===== config.mk =====
export PLATFORM = sky130hd
export DESIGN_NAME = agf_control
export DESIGN_NICKNAME = d
export VERILOG_FILES = /design/src/rtl/core/agf_pkg.sv /design/src/rtl/core/agf_control.sv
export SDC_FILE = /design/constraint.sdc
export NUM_CORES = 1
export LEC_CHECK = 0
export BUFFER_PORTS_ARGS = -buffer_cell sky130_fd_sc_hd__buf_4
export CORE_ASPECT_RATIO = 0.75
export CORE_MARGIN = 5
export CORE_UTILIZATION = 35
export CTS_BUF_LIST = sky130_fd_sc_hd__clkbuf_2 sky130_fd_sc_hd__clkbuf_4 sky130_fd_sc_hd__clkbuf_8
export CTS_CLUSTER_SIZE = 25
export DETAILED_ROUTE_END_ITERATION = 7
export PLACE_DENSITY = 0.68
export SKIP_LAST_GASP = 1
export SLEW_MARGIN = 20
export SYNTH_ARGS = -nofsm -noshare
export SYNTH_HDL_FRONTEND = slang
export SYNTH_SLANG_ARGS = --single-unit

===== constraint.sdc =====
create_clock -name clk -period 6.6 [get_ports clk]
set_clock_uncertainty 0.05 [all_clocks]
set_input_delay 1.32 -clock clk [delete_from_list [all_inputs] [get_ports clk]]
set_output_delay 1.32 -clock clk [all_outputs]
set_load 0.02 [all_outputs]

===== src/rtl/core/agf_pkg.sv =====
// shared types and constants of the address gap finder
`default_nettype none
package agf_pkg;
    localparam int ADDR_W = 32;
    localparam int CNT_W = 6;
    localparam int ST_W = 2;
    localparam logic [ST_W-1:0] ST_GAP  = 2'd0;
    localparam logic [ST_W-1:0] ST_DONE = 2'd1;
    localparam logic [ST_W-1:0] ST_OVER = 2'd2;
    localparam logic [ST_W-1:0] ST_ERR  = 2'd3;
    localparam logic [1:0] REG_BASE  = 2'd0;
    localparam logic [1:0] REG_SIZE  = 2'd1;
    localparam logic [1:0] REG_LIMIT = 2'd2;

    typedef struct packed {
        logic [ADDR_W-1:0] region_start;
        logic [ADDR_W-1:0] region_size;
        logic              kind;
    } in_item_t;

    typedef struct packed {
        logic [ST_W-1:0]   status;
        logic [ADDR_W-1:0] gap_start;
        logic [ADDR_W-1:0] gap_size;
        logic [CNT_W-1:0]  gap_total;
        logic              last;
    } out_item_t;

    typedef struct packed {
        logic [1:0]        index;
        logic [ADDR_W-1:0] data;
    } cfg_item_t;

    // controller to datapath
    typedef struct packed {
        logic store_wr;      // load one region
        logic sort_init;     // begin sort: j index and pass count reset
        logic sort_rd;       // read entries j, j+1
        logic sort_wb;       // compare-exchange write back
        logic sweep_init;    // cursor to base, index 0
        logic sweep_rd;      // read entry at sweep index
        logic sweep_eval;    // evaluate one region
        logic final_eval;    // evaluate final gap
        logic clr_count;
    } dp_cmd_t;

    // datapath to controller
    typedef struct packed {
        logic       win_zero;
        logic       sort_end;   // all passes done
        logic       sweep_end;  // index past count
        logic       gap_due;
        logic       at_limit;
    } dp_stat_t;
endpackage
`default_nettype wire


===== src/rtl/core/agf_control.sv =====
// sequencer for load, sort, sweep and result hand-off
`default_nettype none
module agf_control (
    input  wire logic                 clk,
    input  wire logic                 rst_n,
    input  wire logic                 in_valid,
    input  wire logic                 in_kind,
    output logic                      in_ready,
    output logic                      out_valid,
    input  wire logic                 out_ready,
    output agf_pkg::out_item_t        out_data,
    output agf_pkg::dp_cmd_t          cmd,
    input  wire agf_pkg::dp_stat_t    stat,
    input  wire logic [31:0]          gap_start,
    input  wire logic [31:0]          gap_size,
    output logic [5:0]                count
);
    import agf_pkg::*;
    typedef enum logic [2:0] {
        S_IDLE, S_SRD, S_SWB, S_WRD, S_WEV, S_FIN, S_OUT
    } state_t;
    state_t state_reg, state_next;
    logic out_valid_reg, out_valid_next;
    out_item_t out_reg, out_next;
    logic [5:0] count_reg, count_next;

    assign out_valid = out_valid_reg;
    assign out_data = out_reg;
    assign count = count_reg;
    assign in_ready = (state_reg == S_IDLE) && !out_valid_reg;

    always_comb
    begin
        state_next = state_reg;
        out_valid_next = out_valid_reg && !out_ready;
        out_next = out_reg;
        count_next = count_reg;
        cmd = '0;
        unique case (state_reg)
            S_IDLE:
            begin
                if (in_valid && in_ready)
                begin
                    if (!in_kind)
                    begin
                        cmd.store_wr = 1'b1;
                    end
                    else
                    begin
                        count_next = '0;
                        if (stat.win_zero)
                        begin
                            cmd.clr_count = 1'b1;
                            out_valid_next = 1'b1;
                            out_next = '{ST_ERR, 32'd0, 32'd0, 6'd0, 1'b1};
                        end
                        else
                        begin
                            cmd.sort_init = 1'b1;
                            state_next = S_SRD;
                        end
                    end
                end
            end
            S_SRD:
            begin
                if (stat.sort_end)
                begin
                    cmd.sweep_init = 1'b1;
                    state_next = S_WRD;
                end
                else
                begin
                    cmd.sort_rd = 1'b1;
                    state_next = S_SWB;
                end
            end
            S_SWB:
            begin
                cmd.sort_wb = 1'b1;
                state_next = S_SRD;
            end
            S_WRD:
            begin
                if (stat.sweep_end)
                begin
                    state_next = S_FIN;
                end
                else
                begin
                    cmd.sweep_rd = 1'b1;
                    state_next = S_WEV;
                end
            end
            S_WEV:
            begin
                if (!out_valid_reg)
                begin
                    cmd.sweep_eval = 1'b1;
                    state_next = S_WRD;
                    if (stat.gap_due)
                    begin
                        out_valid_next = 1'b1;
                        if (stat.at_limit)
                        begin
                            out_next = '{ST_OVER, 32'd0, 32'd0, count_reg, 1'b1};
                            cmd.clr_count = 1'b1;
                            state_next = S_IDLE;
                        end
                        else
                        begin
                            count_next = count_reg + 6'd1;
                            out_next = '{ST_GAP, gap_start, gap_size, count_reg + 6'd1,
                                         1'b0};
                        end
                    end
                end
            end
            S_FIN:
            begin
                cmd.final_eval = 1'b1;
                if (!out_valid_reg)
                begin
                    out_valid_next = 1'b1;
                    if (stat.gap_due && stat.at_limit)
                    begin
                        out_next = '{ST_OVER, 32'd0, 32'd0, count_reg, 1'b1};
                        cmd.clr_count = 1'b1;
                        state_next = S_IDLE;
                    end
                    else if (stat.gap_due)
                    begin
                        count_next = count_reg + 6'd1;
                        out_next = '{ST_GAP, gap_start, gap_size, count_reg + 6'd1, 1'b0};
                        state_next = S_OUT;
                    end
                    else
                    begin
                        out_next = '{ST_DONE, 32'd0, 32'd0, count_reg, 1'b1};
                        cmd.clr_count = 1'b1;
                        state_next = S_IDLE;
                    end
                end
            end
            S_OUT:
            begin
                if (!out_valid_reg)
                begin
                    out_valid_next = 1'b1;
                    out_next = '{ST_DONE, 32'd0, 32'd0, count_reg, 1'b1};
                    cmd.clr_count = 1'b1;
                    state_next = S_IDLE;
                end
            end
            default:
            begin
                state_next = S_IDLE;
            end
        endcase
    end

    always_ff @(posedge clk or negedge rst_n)
    begin
        if (!rst_n)
        begin
            state_reg <= S_IDLE;
            out_valid_reg <= 1'b0;
            count_reg <= '0;
        end
        else
        begin
            state_reg <= state_next;
            out_valid_reg <= out_valid_next;
            count_reg <= count_next;
        end
    end

    always_ff @(posedge clk)
    begin
        out_reg <= out_next;
    end
endmodule
`default_nettype wire


## Yosys cells after proc, flatten, opt, wreduce, memory -nomap -nowiden

Index checks and enable logic that the tools add are counted.

| word-level totals | value |
|---|---|
| output and inout port bits | 90 |
| bits of input ports | 74 |
| register bits | 83 |
| word-level logic and storage cells | 104 |

| operators by class | value |
|---|---|
| equality and inequality tests | 17 |
| reduce and logical (&&, ||, !) cells | 13 |
| multiplexer cells | 65 |
| add/subtract/negate cells | 1 |

Operators with widths:

| cell | count |
|---|---|
| $mux 73 | 9 |
| $pmux 73 s4 | 1 |
| $mux 72 | 1 |
| $mux 6 | 8 |
| $mux 1 | 30 |
| $mux 3 | 8 |
| $pmux 3 s7 | 1 |
| $ne 2x2->1 const B | 10 |
| $pmux 6 s3 | 1 |
| $eq 3x3->1 const B | 3 |
| $reduce_and 9->1 | 1 |
| $mux 2 | 4 |
| $reduce_and 8->1 | 1 |
| $add 6x1->6 const B | 1 |
| $eq 3x2->1 const B | 2 |
| $reduce_and 6->1 | 1 |
| $logic_and 1x1->1 | 4 |
| $pmux 1 s4 | 1 |
| $reduce_bool 4->1 | 1 |
| $eq 3x1->1 const B | 1 |
| $logic_not 3->1 | 1 |
| $pmux 1 s3 | 1 |
| $reduce_bool 3->1 | 1 |
| $logic_not 1->1 | 2 |
| 2 further kinds | 2 |

## Longest topological paths before layout

| depth | value |
|---|---|
| depth in word-level cells | 6 |
| gate-level depth with buffers | 6 |
| gate-level depth less buffers | 5 |

## Least setup slack after synthesis

No wires, ideal clock.

| timing | value |
|---|---|
| path type | input-to-reg |
| start | input port stat[4] (netlist bit) |
| end | register out_reg, in the netlist out_data[0], enable pin |
| slack | 2418 ps |
| library setup time | 437 ps |
| data required time | 6113 ps |
| arrival | 3695 ps |
| buffers on the path | 0 |
| stages | 4 |
| cells stage by stage | nand2_1 or4b_1 a21oi_1 o21a_1 |

| between the ends | value |
|---|---|
| longest elaborated chain between the ends | 2 |

RTL lines:

| element | RTL line | text |
|---|---|---|
| start: declaration | agf_control.sv:13 | `input wire agf_pkg::dp_stat_t stat,` |
| $ne 2x2->1 (no line) | - |  |
| $reduce_and 8->1 (no line) | - |  |
| end signal: assignment | agf_control.sv:180 | `out_reg <= out_next;` |
| end: declaration | agf_control.sv:24 | `out_item_t out_reg, out_next;` |

No other way between the ends.
A chain may end at the register's enable or synchronous reset.

==> metrics.cfg <==
[status]
outcome=complete, no violations

[synthesis]
post_synth.cell_area_avg_sq_um=13.0
yosysWarnings=0
synth_nets=363
synth_cell_types=53
ys.flop_type=edfxtp_1
synth_seq_cells=83
async_flop_share_pct=12.0
synth_area_sq_um=3750
synth_edf_count=73
ys_top_cells_by_area=edfxtp_1 59%, and2_1 11%, dfrtp_1 6.7%, a21oi_1 1.6%, nand2_1 1.5%
synthCells=288
yosysTopAreaCell=edfxtp_1
synth_top_cell_area_share_pct=58.5
synth_seq_area_share_pct=65.2

[cts]
numCtsBuffers=9
clk_path_buf_depth=2
postCtsSetupRepairBufs=0
h-tree-depth=3
hold_buffers=0
clock-sinks=83
cts.clk_slew.worst_paths_ns=0.09
clkLatencyLatePin_ns=0.35
cts_resized=0
tritoncts=done
root_buffer=clkbuf_8

[cells_and_area]
area_delta_synth_final_pct=39.8
final_common_cell=buf_4
finalCoreUtilization_pct=50.5
final_cell_mix=165 x buf_4, 73 x edfxtp_1, 66 x and2_1, 15 x nand2_1, 12 x a21oi_1
antenna_cells=0
nets=520
drive_gt1_share_pct=43.6
largest_reg_flops=73

[power]
clkPwrFrac_pct=18.5
combinationalPowerShare_pct=38.0
leakagePower_nw=2.18
pwr-share-seq_pct=43.5
switching_share_pct=37.5
switchingPower_mw=0.688
p_int_mw=1.15
pwr_density_cell_nw_per_um2=351
ir_drop_mv=0.218

[critical_path]
cp_slowest_cell=or2b_4
r2r-end=out_data[41]$_DFFE_PP_
rr_worst_depth=3
critPathMostFrequentCell=buf_4
startpoint_type=input pin
critPathMaxFanout=8
critPathMaxStageDelay_ns=0.29
r2r-start=state_reg[1]$_DFFE_PN0P_
path_cells=buf_4 > or2b_4 > a21oi_1 > o211ai_1 > nand2_1 > buf_4
worstPathRequired_ns=5.23
path_class=input pin to primary output
endpoint_kind=primary output
rrSetupSlack_ns=3.90
cp.arrival_ns=2.20

[sta]
worst_pin_slew_ns=0.995
finalSetupViolCount=0
min_period_over_period_pct=54.1
finalHoldViolations=0
fmax_mhz=280
setup_slack_ns=3.03
fin_hold_ws_ns=0.582
fin_crit_ns=3.57
drv_slew=0
rsz0062_at_grt=false
finalSetupTns_ns=0
slew_headroom_pct=33.7

[worst_hold_path]
worstHoldStart=count[5]$_DFFE_PN0P_
min_to=count[5]$_DFFE_PN0P_
min_path_cells=2
min_path_type=register to register

[detailed_routing]
firstDrtPassIters=4
ant_nets=0
drt_iter0_markers=174
drc=0
routed_wirelength_um=9370
via_per_inst=4.75
post_drt_wl_per_cell_um=16.0
vias=2782

[grt]
grt_max_degree=74
grt_pass1_vias=2801
grt_pass1_wl_um=14400
grt_overflow_total=0
track_usage_pct=14.1
antenna_found_initial=0

[place]
gp_congestion=0.821
dp_worst_setup_slack_ns=3.03
dpl.hpwl_um=6850
io_buffers=163

[floorplanning]
core_sq_um=10400
die-area_sq_um=12900
top_level_ports=164
fp.dieW_um=129
die_h_um=99.6
rows=32
start_util_pct=36.1

[flow_run]
drv_cap=0

[stage by stage]
step / cell area [sq um] / power (mW) / instances
5_1_grt: 5240 / 1.94 / 586
3_5_place_dp: 5050 / 1.51 / 570
3_3_place_gp: 5050 / 1.51 / 570
6_report: 5240 / 1.84 / 586
4_1_cts: 5240 / 1.86 / 586
2_1_floorplan: 3750 / 1.23 / 288
[cell usage after synthesis (2+ instances only)]
cell type,n
nor2b_1,3
o21ai_0,11
a21o_1,2
or2_2,2
buf_2,7
nand2b_1,2
mux2_2,2
clkbuf_2,5
a22o_1,3
a211o_1,2
a21oi_1,12
dfrtp_1,10
inv_1,5
o211ai_1,3
nor3_1,6
and3_1,3
nor3b_1,3
buf_6,2
mux2i_1,3
a21boi_0,3
edfxtp_1,73
and2_1,66
a221oi_1,3
nor2_1,6
nand3_1,7
nand2_1,15
clkbuf_1,3
[power by group through the flow]
stage          Clock [mW]  Sequential (mW)  Combinational [mW]
4_1_cts             0.353            0.799               0.706
3_5_place_dp            0            0.810               0.704
3_3_place_gp            0            0.810               0.698
6_report            0.340            0.798               0.697
5_1_grt             0.377            0.814               0.750
2_1_floorplan           0            0.918               0.317
[cell families (layout without fill, tap and decap cells)]
family | after synthesis | after routing | synth area share [%]
compound gates | 50 | 50 | 9.89
simple gates | 124 | 124 | 19.7
buf+inv | 25 | 187 | 3.51
flops | 83 | 83 | 65.2
mux | 5 | 5 | 1.40
fa+ha+maj | 1 | 1 | 0.334
[worst max-delay path by stage]
stage,startpoint,to,slack [ns]
2_1_floorplan,stat[4],out_data[0]$_DFFE_PP_,2.42
3_3_place_gp,stat[1],cmd[0],3.03
3_5_place_dp,stat[1],cmd[0],3.03
4_1_cts,stat[1],cmd[0],3.02
5_1_grt,stat[1],cmd[0],2.99
6_report,stat[1],cmd[0],3.03
[critical path: cells and delay by family]
family / cells / cell delay, ns
buf+inv: 2 / 0.26
compound gates: 2 / 0.22
simple gates: 2 / 0.39
[layer usage]
layer / share of wire [%] / global-route usage (%)
met5: 0 / 0
met4: 1.5 / 3.59
met3: 7.9 / 4.19
met2: 48 / 23.2
met1: 42 / 18.4
[area by class of cell]
class                           instances  area (sq um)
Clock buffer                            9           124
Inverter                                6          22.5
Clock inverter                          7          58.8
Tap cell                              136           170
Sequential cell                        83          2440
Fill cell                             961          5130
Multi-Input combinational cell        180          1180
Timing Repair Buffer                  165          1240
(Power assumes the default switching activity.)
